## config.mk

```make
export PLATFORM = sky130hd
export DESIGN_NAME = qrs_sqrt_cell
export DESIGN_NICKNAME = d
export VERILOG_FILES = /design/src/hdl/qrs_sqrt_cell.sv
export SDC_FILE = /design/constraint.sdc
export NUM_CORES = 1
export LEC_CHECK = 0
export BUFFER_PORTS_ARGS = -buffer_cell sky130_fd_sc_hd__clkbuf_2
export CORE_ASPECT_RATIO = 0.75
export CORE_MARGIN = 5
export CORE_UTILIZATION = 30
export DETAILED_ROUTE_END_ITERATION = 10
export GPL_TIMING_DRIVEN = 1
export PLACE_DENSITY_LB_ADDON = 0.05
export SYNTH_ARGS = -nofsm -noshare
export SYNTH_HDL_FRONTEND = slang
export SYNTH_SLANG_ARGS = --single-unit
export TNS_END_PERCENT = 10
```

## constraint.sdc

```tcl
create_clock -name clk -period 1.1 [get_ports clk]
set_clock_uncertainty 0.15 [all_clocks]
set_input_delay 0.165 -clock clk [delete_from_list [all_inputs] [get_ports clk]]
set_output_delay 0.165 -clock clk [all_outputs]
set_load 0.05 [all_outputs]
```

## src/hdl/qrs_sqrt_cell.sv

```systemverilog
// ============================================================================
// qrs_sqrt_cell
// one restoring digit of the integer square root, registered
// ============================================================================
module qrs_sqrt_cell #(
    parameter int ROOT_W = 25,
    parameter int RAD_W  = 50,
    parameter int TAG_W  = 8
) (
    input  logic              clk,
    input  logic              rst_n,
    input  logic              in_valid,
    input  logic [ROOT_W:0]   in_rem,
    input  logic [ROOT_W-1:0] in_root,
    input  logic [RAD_W-1:0]  in_rad,
    input  logic [TAG_W-1:0]  in_tag,
    output logic              out_valid,
    output logic [ROOT_W:0]   out_rem,
    output logic [ROOT_W-1:0] out_root,
    output logic [RAD_W-1:0]  out_rad,
    output logic [TAG_W-1:0]  out_tag
);

    logic              valid_reg;
    logic [ROOT_W:0]   rem_reg, rem_next;
    logic [ROOT_W-1:0] root_reg, root_next;
    logic [RAD_W-1:0]  rad_reg, rad_next;
    logic [TAG_W-1:0]  tag_reg;
    logic [ROOT_W+2:0] trial;
    logic [ROOT_W+2:0] probe;

    always_comb
    begin
        trial    = {in_rem, in_rad[RAD_W-1:RAD_W-2]};
        probe    = {1'b0, in_root, 2'b01};
        rad_next = {in_rad[RAD_W-3:0], 2'b00};
        if (trial >= probe)
        begin
            rem_next  = (ROOT_W+1)'(trial - probe);
            root_next = {in_root[ROOT_W-2:0], 1'b1};
        end
        else
        begin
            rem_next  = trial[ROOT_W:0];
            root_next = {in_root[ROOT_W-2:0], 1'b0};
        end
    end

    always_ff @(posedge clk or negedge rst_n)
    begin
        if (!rst_n)
        begin
            valid_reg <= 1'b0;
        end
        else
        begin
            valid_reg <= in_valid;
        end
    end

    always_ff @(posedge clk)
    begin
        rem_reg  <= rem_next;
        root_reg <= root_next;
        rad_reg  <= rad_next;
        tag_reg  <= in_tag;
    end

    assign out_valid = valid_reg;
    assign out_rem   = rem_reg;
    assign out_root  = root_reg;
    assign out_rad   = rad_reg;
    assign out_tag   = tag_reg;

endmodule

```

==> impl_metrics.env <==
export IMPL_run_status="finished, violations left"
export IMPL_violations="negative setup slack"
export IMPL_drt_iter0_drc=90
export IMPL_die_y_um=109
export IMPL_final_layout_size_suffix_gt1_frac=0.650
export IMPL_wl_um=15000
export IMPL_worstPathCellList="clkbuf_16, inv_12, ha_4, o211ai_1, o211a_1, o221ai_4, a211o_1, a2111oi_4, nor3_2, or4b_1, nand3_1, mux2_4"
export IMPL_max_freq_mhz=404
export IMPL_gp_congestion=0.747
export IMPL_grtUsageMet1=0.221
export IMPL_ys_seq_area_frac=0.548
export IMPL_cts_sinks=108
export IMPL_std_cell_rows=36
export IMPL_worst_setup_path_type="input pin to flop"
export IMPL_fillers=860
export IMPL_slew_violations=0
export IMPL_fin_crit_sh=2.25
export IMPL_p_per_area_mw_per_mm2=1380
export IMPL_cts_buffers=9
export IMPL_startpoint_type="input pin"
export IMPL_multi_input_area_mm2=0.00200
export IMPL_drc=0
export IMPL_placedCellCount=808
export IMPL_clkTransAtPathRegs_ns=0.08
export IMPL_required_ns=1.25
export IMPL_yosysUniqueCellTypes=54
export IMPL_syn2layout_area_growth_pct=143
export IMPL_worst_hold_path_type="input pin to flop"
export IMPL_die_area_mm2=0.0156
export IMPL_synth_area_mm2=0.00396
export IMPL_die_w_um=143
export IMPL_crit_arrival_ns=2.63
export IMPL_grt_pass1_wl_um=23400
export IMPL_syn_inst=350
export IMPL_synth_seq_cells=108
export IMPL_grt_overflow=0
export IMPL_cts_tree="yes"
export IMPL_hold_viol=0
export IMPL_final_setup_viol_count=135
export IMPL_cp_slowest_cell="or4b_1"
export IMPL_n_antenna_cell=0
export IMPL_top_usage_layer="met2"
export IMPL_synth_avg_cell_area_um2=11.3
export IMPL_globalRouteMet2Util=0.347
export IMPL_portBuffers=219
export IMPL_async_flop_share=0.00926
export IMPL_cp_end_kind="flop"
export IMPL_grt_max_degree=21
export IMPL_wire_per_inst_um=15.9
export IMPL_via_count=4092
export IMPL_start_util=0.305
export IMPL_hold_slack_ns=0.0332
export IMPL_core_area_mm2=0.0130
export IMPL_antenna_found_initial=0
export IMPL_grt_pass1_vias=4549
export IMPL_fin_ws_ns=-1.38
export IMPL_synth_edf_count=0
export IMPL_vdd_drop_max_mv=0.971
export IMPL_maxCapViolations=0
export IMPL_firstDrtPassIters=4
export IMPL_dp_slack_ns=-1.77
export IMPL_rsz0062_at_grt="true"
export IMPL_ctsHtreeMaxLevel=3
export IMPL_clockBufferDepth=2
export IMPL_ant_nets=0
export IMPL_grt_total_usage=0.192
export IMPL_yosys_warnings=0
export IMPL_finalNetCount=909
export IMPL_slowest_delay_ns=0.47
export IMPL_clock_root_buffer="clkbuf_16"
export IMPL_grt_use_met3=0.0648
export IMPL_final_common_cell="clkbuf_2"
export IMPL_crit_fanout=3
export IMPL_routed_via_density=4.33
export IMPL_ioPinCount=222
export IMPL_regArea_mm2=0.00230
export IMPL_instances_no_fill=946
export IMPL_p_leak_nw=4.52
export IMPL_fin_crit_ns=2.48
export IMPL_post_dp_hpwl_um=9030
export IMPL_synthFlopType="dfxtp_1"
export IMPL_mostFrequentLayoutCells="clkbuf_2, dlygate4sd3_1, dfxtp_2"
## timing repair
item | CTS | global route
gates cloned | 1 | 1
hold buffers | 106 | 0
hold endpoints to repair | 105 | 0
gates resized for setup | 387 | 76
endpoints found under the setup margin | 135 | 135
pin swaps | 4 | 7
buffers inserted | 10 | 4
## final cells by class
cell class,count,share of cell area
multi-input combinational,203,0.208
clock inverter,7,0.0101
inverter,33,0.0142
timing repair buffer,415,0.483
tap,171,0.0222
clock buffer,9,0.0234
sequential,108,0.239
## cells in the mapped netlist, drive strengths merged (2+ instances only)
cell type	number	area share
a2111oi	5	0.013
a211o	3	0.0066
a211oi	3	0.0070
a21o	8	0.016
a21oi	23	0.030
a31oi	3	0.0063
a41oi	2	0.0092
and4	2	0.0047
buf	6	0.011
dfxtp	107	0.54
ha	27	0.085
inv	33	0.031
mux2	23	0.065
mux2i	3	0.0076
nand2	13	0.012
nand2b	3	0.0047
nand3	4	0.0051
nand4	2	0.0032
nor2	16	0.015
nor2b	4	0.0063
nor3	6	0.0089
nor3b	2	0.0038
o211ai	3	0.0070
o21a	3	0.0057
o21ai	11	0.014
xnor2	13	0.029
xor2	6	0.013
## critical path: cells and delay by family
| family | cells | cell delay (ns) |
|---|---|---|
| AND/OR/NAND/NOR | 3 | 0.65 |
| multiplexers | 1 | 0.13 |
| AO/OA/AOI/OAI | 5 | 1.30 |
| buffers and inverters | 2 | 0.15 |
| adder cells (fa/ha/maj) | 1 | 0.23 |
## kinds of logic after synthesis
family / after synthesis / synth area share
flops: 108 / 0.548
compound gates: 72 / 0.134
simple gates: 57 / 0.0740
buf+inv: 40 / 0.0430
fa+ha+maj: 27 / 0.0854
mux: 26 / 0.0731
xor+xnor: 19 / 0.0421
other cells: 1 / 0.000948
## final timing paths
path | slack [ns] | end | start | depth (start not counted)
setup / recovery | -1.38 | out_rem[25] | in_root[0] | 12
hold / removal | 0.03 | out_rem[22] | in_rem[20] | 3
max in group asynchronous | 0.16 | out_valid | rst_n | 3
min in group asynchronous | 0.54 | out_valid | rst_n | 3
## registers in the layout, indices dropped and copies added (netlist names)
signal	flops
out_rad	48
out_rem	26
out_root	25
out_tag	8
out_valid	1
## per-stage QoR
step | TNS [ns] | power [mW] | utilization | cell area, µm²
2_1_floorplan | -36.07 | 6.93 | - | 4260
3_3_place_gp | -42.81 | 8.03 | 0.469 | 6080
3_5_place_dp | -44.45 | 8.04 | 0.469 | 6080
4_1_cts | -41.47 | 13.2 | 0.726 | 9420
5_1_grt | -47.35 | 13.9 | 0.742 | 9630
6_report | -42.07 | 13.3 | 0.742 | 9630
## power breakdown
| group | internal [mW] | switching [mW] | leakage [nW] |
|---|---|---|---|
| combinational | 2.83 | 2.45 | 3.45 |
| clock | 1.83 | 1.58 | 0.156 |
| sequential | 4.36 | 0.262 | 0.915 |
## metal layers
| metal | vias up | routed length (µm) | part of all wire |
|---|---|---|---|
| met5 | - | 0 | 0 |
| met4 | 0 | 149 | 0.0099 |
| met3 | 12 | 1070 | 0.072 |
| met2 | 131 | 7720 | 0.51 |
| met1 | 1894 | 6060 | 0.40 |
| li1 | 2055 | - | - |
Power figures use the tool's default switching activity.
