$ cat config.mk
export PLATFORM = sky130hd
export DESIGN_NAME = qrs_div_cell
export DESIGN_NICKNAME = d
export VERILOG_FILES = /design/src/hdl/qrs_div_cell.sv
export SDC_FILE = /design/constraint.sdc
export NUM_CORES = 1
export LEC_CHECK = 0
export BUFFER_PORTS_ARGS = -buffer_cell sky130_fd_sc_hd__buf_2
export CAP_MARGIN = 25
export CORE_ASPECT_RATIO = 0.8
export CORE_MARGIN = 3
export CORE_UTILIZATION = 50
export DETAILED_ROUTE_END_ITERATION = 6
export PLACE_DENSITY = 0.87
export SYNTH_ARGS = -nofsm -noshare
export SYNTH_HDL_FRONTEND = slang
export SYNTH_SLANG_ARGS = --single-unit
$ cat constraint.sdc
create_clock -name clk -period 0.8 [get_ports clk]
set_clock_uncertainty 0.2 [all_clocks]
set_input_delay 0.04 -clock clk [delete_from_list [all_inputs] [get_ports clk]]
set_output_delay 0.04 -clock clk [all_outputs]
set_load 0.02 [all_outputs]
$ cat src/hdl/qrs_div_cell.sv
// ============================================================================
// qrs_div_cell
// one restoring quotient bit for two lanes sharing a divisor, registered
// ============================================================================
module qrs_div_cell #(
    parameter int REM_W  = 26,
    parameter int WORK_W = 39,
    parameter int TAG_W  = 4
) (
    input  logic              clk,
    input  logic              rst_n,
    input  logic              in_valid,
    input  logic [REM_W-1:0]  in_dv,
    input  logic [REM_W-1:0]  in_rem_a,
    input  logic [WORK_W-1:0] in_work_a,
    input  logic [REM_W-1:0]  in_rem_b,
    input  logic [WORK_W-1:0] in_work_b,
    input  logic [TAG_W-1:0]  in_tag,
    output logic              out_valid,
    output logic [REM_W-1:0]  out_dv,
    output logic [REM_W-1:0]  out_rem_a,
    output logic [WORK_W-1:0] out_work_a,
    output logic [REM_W-1:0]  out_rem_b,
    output logic [WORK_W-1:0] out_work_b,
    output logic [TAG_W-1:0]  out_tag
);

    logic              valid_reg;
    logic [REM_W-1:0]  dv_reg;
    logic [REM_W-1:0]  rem_a_reg, rem_a_next, rem_b_reg, rem_b_next;
    logic [WORK_W-1:0] work_a_reg, work_a_next, work_b_reg, work_b_next;
    logic [TAG_W-1:0]  tag_reg;
    logic [REM_W:0]    trial_a, trial_b, dv_ext;
    logic              bit_a, bit_b;

    always_comb
    begin
        dv_ext  = {1'b0, in_dv};
        trial_a = {in_rem_a, in_work_a[WORK_W-1]};
        trial_b = {in_rem_b, in_work_b[WORK_W-1]};
        bit_a   = (trial_a >= dv_ext);
        bit_b   = (trial_b >= dv_ext);
        rem_a_next  = bit_a ? REM_W'(trial_a - dv_ext) : trial_a[REM_W-1:0];
        rem_b_next  = bit_b ? REM_W'(trial_b - dv_ext) : trial_b[REM_W-1:0];
        // quotient bits fill in from the bottom as dividend bits leave the top
        work_a_next = {in_work_a[WORK_W-2:0], bit_a};
        work_b_next = {in_work_b[WORK_W-2:0], bit_b};
    end

    always_ff @(posedge clk or negedge rst_n)
    begin
        if (!rst_n)
        begin
            valid_reg <= 1'b0;
        end
        else
        begin
            valid_reg <= in_valid;
        end
    end

    always_ff @(posedge clk)
    begin
        dv_reg     <= in_dv;
        rem_a_reg  <= rem_a_next;
        rem_b_reg  <= rem_b_next;
        work_a_reg <= work_a_next;
        work_b_reg <= work_b_next;
        tag_reg    <= in_tag;
    end

    assign out_valid  = valid_reg;
    assign out_dv     = dv_reg;
    assign out_rem_a  = rem_a_reg;
    assign out_work_a = work_a_reg;
    assign out_rem_b  = rem_b_reg;
    assign out_work_b = work_b_reg;
    assign out_tag    = tag_reg;

endmodule

==> qor.txt, run 1 <==
status -> stopped before the end
Fail Step -> 4_1_cts
error msg -> [ERROR DPL-0038] Utilization greater than 100%, impossible to legalize
Starting Density -> 52.0%
register bit total from synthesis -> 161
Synth top area share -> 47.1%
Root Driver -> clkbuf_16
Post-synth EDFFs -> 0
sequential element share of the synthesized area -> 47.4%
Async SR Flop Fraction -> 0.621%
Die Y -> 110 um
total I/O pin count -> 324
Mapped Cells -> 630
placer congestion estimate -> 0.935
post-CTS resize count -> 578
clock sink count -> 161
cell with the most instances after synthesis -> dfxtp_1
Synth area leaders -> dfxtp_1 (47%), ha_1 (9.6%), mux2_2 (5.0%)
Post-Syn Nets -> 847
total CTS buffers -> 17
Commonest cells post-synth -> dfxtp_1 (160), ha_1 (52), a21oi_1 (50)
Yosys top cell by area -> dfxtp_1
detailed placement HPWL -> 21.1 mm
post-synth cell types -> 63
Hold Buf Count CTS -> 109
Cell Rows -> 37
yosys warns -> 0
DIE WIDTH -> 136 um
Synth Flop Type -> dfxtp_1
Mean Syn Cell Area -> 10.8 sq um
CTS max path bufs -> 2
H-tree depth -> 4
Post-CTS Setup Bufs -> 26
synthesized area -> 6810 sq um
Buffers on Ports -> 323
-- stage by stage --
step                instance area (sq um)  hold WS, ns  util [%]  worst slack [ns]  instances
floorplan                            6950       -0.456         -             -1.82        630
global placement                    10000       -0.383      76.6             -1.89       1291
detailed placement                  10000       -0.381      76.6             -2.02       1291
-- logic make-up after synthesis --
kind of cell | synth area share (%)
AOI/OAI and AO/OA | 15.7
xor gates and xnor gates | 5.66
adders and majority gates | 10.1
buffers and inverters | 3.81
DFF | 47.4
muxes | 9.23
and+or+nand+nor | 8.01
==> run 2: changes to the inputs <==
Settings changed: CORE_ASPECT_RATIO 0.8 to unset, CORE_UTILIZATION 50 to 35, PLACE_DENSITY 0.87 to unset, PLACE_DENSITY_LB_ADDON set to 0.15.
==> run 2 against run 1 <==
Effect of this change: the flow now finishes, with violations (negative hold slack, negative setup slack); synthesized area did not move; synthesized cell count did not move.
==> qor.txt, run 2 <==
global-route wire length before repair -> 44.3 mm
most frequent cells in the layout -> buf_4 (186), buf_6 (179), dfxtp_2 (160)
final setup vio count -> 215
GRT Total Usage -> 26.7%
RSZ-0062 raised after global routing -> true
clock-pin slew on the worst setup and hold paths -> 0.08 ns
Worst path depth -> 12
Starting Density -> 36.0% (-16 points)
count of final hold-check violations -> 53
Power Density -> 1940 nW/um^2
slowest stage delay, CP -> 0.36 ns
largest net degree at the start of global routing -> 18
Async SR Flop Fraction -> 0.621% (unchanged)
Fmax -> 445 MHz
post-layout util -> 74.6%
Mapped Cells -> 630 (unchanged)
failing checks -> negative hold slack, negative setup slack
vias post-DR -> 7339
setup TNS -> -118.89 ns
post-synth cell types -> 63 (unchanged)
H-tree depth -> 4 (unchanged)
DR vias/cell -> 4.75
dpl cells -> 1361 (+5.4%)
vias in the first global route -> 7925
Final period util -> 281%
Cell Rows -> 50 (+35%)
Pleak -> 6.64 nW
DIE WIDTH -> 145 um (+6.6%)
Detailed Route WL -> 28.7 mm
Synth top area share -> 47.1% (unchanged)
most common cell after layout, fill and taps aside -> buf_4
total CTS buffers -> 17 (unchanged)
Worst Setup EP -> out_rem_a[24]
hold path depth -> 1
Yosys top cell by area -> dfxtp_1
post-route insts no fill -> 1544
Buffers on Ports -> 323 (unchanged)
CP Capture Type -> flop
Worst Max-Slew Pin Slew -> 0.445 ns
synthesized area -> 6810 sq um (unchanged)
Crit Path Max Fanout -> 4
Worst slew margin -> 70.0%
Critical Path AT -> 2.37 ns
critical path type -> in2reg
CP max stage cell -> fa_2
max-cap viol count -> 0
CTS max path bufs -> 2 (unchanged)
core area -> 18900 sq um
share of cells above drive strength 1 -> 68.5%
Antenna Nets Post-Route -> 0
fin nets -> 1488
Commonest cells post-synth -> dfxtp_1 (160), ha_1 (52), a21oi_1 (50)
cell with the most instances after synthesis -> dfxtp_1
Post-Place Setup Slack -> -2.03 ns (-0.00786 ns)
cells along the critical path -> buf_8 -> clkinvlp_4 -> buf_6 -> fa_2 -> a21oi_2 -> o211ai_1 -> a31oi_1 -> nand2b_1 -> a21o_1 -> a2111oi_4 -> xnor2_1 -> mux2_4
Period minus WS final -> 2.25 ns
delay-heaviest family, CP -> compound AO/OA/AOI/OAI gates
initial antenna violation count -> 2
Mean Syn Cell Area -> 10.8 sq um (unchanged)
Setup crit start kind -> input pin
placer congestion estimate -> 0.860 (-8.1%)
DR WL/cell -> 18.6 um
Post-synth EDFFs -> 0 (unchanged)
Post-Syn Nets -> 847 (unchanged)
setup ws final -> -1.45 ns
sequential element share of the synthesized area -> 47.4% (unchanged)
CP required -> 0.92 ns
fin. max-slew vios -> 0
total congestion overflow -> 0
register bit total from synthesis -> 161 (unchanged)
Synth Flop Type -> dfxtp_1
total I/O pin count -> 324 (unchanged)
drt first pass iters -> 4
status -> finished, violations left
total die area -> 21200 sq um
Root Driver -> clkbuf_16
P&R area growth vs syn -> 107%
worst vdd ir -> 1.55 mV
Synth area leaders -> dfxtp_1 (47%), ha_1 (9.6%), mux2_2 (5.0%)
Hold Path Class -> in2reg
DRC -> 0
yosys warns -> 0 (unchanged)
DR iter-0 viols -> 233
Hold WS -> -0.447 ns
WP buf/inv -> 3
Hold Buf Count CTS -> 108 (-0.92%)
Antenna diodes -> 0
Die Y -> 145 um (+32%)
clock sink count -> 161 (unchanged)
detailed placement HPWL -> 18.8 mm (-11%)
CTS tree -> yes
worst setup path startpoint -> in_dv[1]
run 2: cell counts after synthesis:
Identical to the previous run, type by type.
run 2: cell type report:
cell class | count | area, sq um
multi-input combinational | 415 | 4060
tap | 260 | 325
clock inverter | 14 | 163
clock buffer | 18 | 429
fill | 1252 | 4800
sequential | 161 | 3430
timing repair buffer | 637 | 5520
inverter | 39 | 170
run 2: logic make-up (layout without fill, tap and decap cells):
family | count (synthesis) | after routing | share of synthesized area (%)
adder cells (fa/ha/maj) | 54 | 54 | 10.1
multiplexers | 50 | 50 | 9.23
AO/OA/AOI/OAI | 158 | 158 | 15.7
buffers and inverters | 54 | 708 | 3.81
AND/OR/NAND/NOR | 109 | 109 | 8.01
XOR/XNOR | 44 | 44 | 5.66
flip-flops | 161 | 161 | 47.4
run 2: through the flow:
step | area [sq um] | total power [mW]
after global placement | 10000 | 16.2
after detailed placement | 10000 | 16.2
after CTS | 13900 | 27.3
after floorplan | 6950 | 13.3
after global routing | 14100 | 28.6
final | 14100 | 27.4
run 2: metal layers:
metal | vias to the layer above | GRT usage (%) | share of wire, %
met1 | 3466 | 28.7 | 38
li1 | 3524 | - | -
met2 | 276 | 49.0 | 52
met4 | 4 | 12.0 | 4.3
met3 | 69 | 7.32 | 6.3
met5 | - | 0 | 0.080
run 2: worst min path at each step:
| stage | startpoint | endpoint |
|---|---|---|
| floorplan | rst_n | out_valid |
| global placement | rst_n | out_valid |
| detailed placement | rst_n | out_valid |
| CTS | in_dv[0] | out_dv[0] |
| global route | in_dv[0] | out_dv[0] |
| finish | in_dv[0] | out_dv[0] |
run 2: power by group:
| group | internal, mW | switching, mW | leakage, nW |
|---|---|---|---|
| clock network | 4.47 | 3.75 | 0.289 |
| registers | 9.07 | 0.455 | 1.36 |
| logic | 5.37 | 4.25 | 4.99 |
| total | 18.9 | 8.45 | 6.64 |
run 2: timing repair:
item	in CTS	in global routing
endpoints found under the hold margin	160	53
setup buffers	42	5
pin swaps	57	31
resized for setup	618	36
cloned	5	0
endpoints found under the setup margin	215	215
Note: power is estimated with default switching activity, not from simulation.
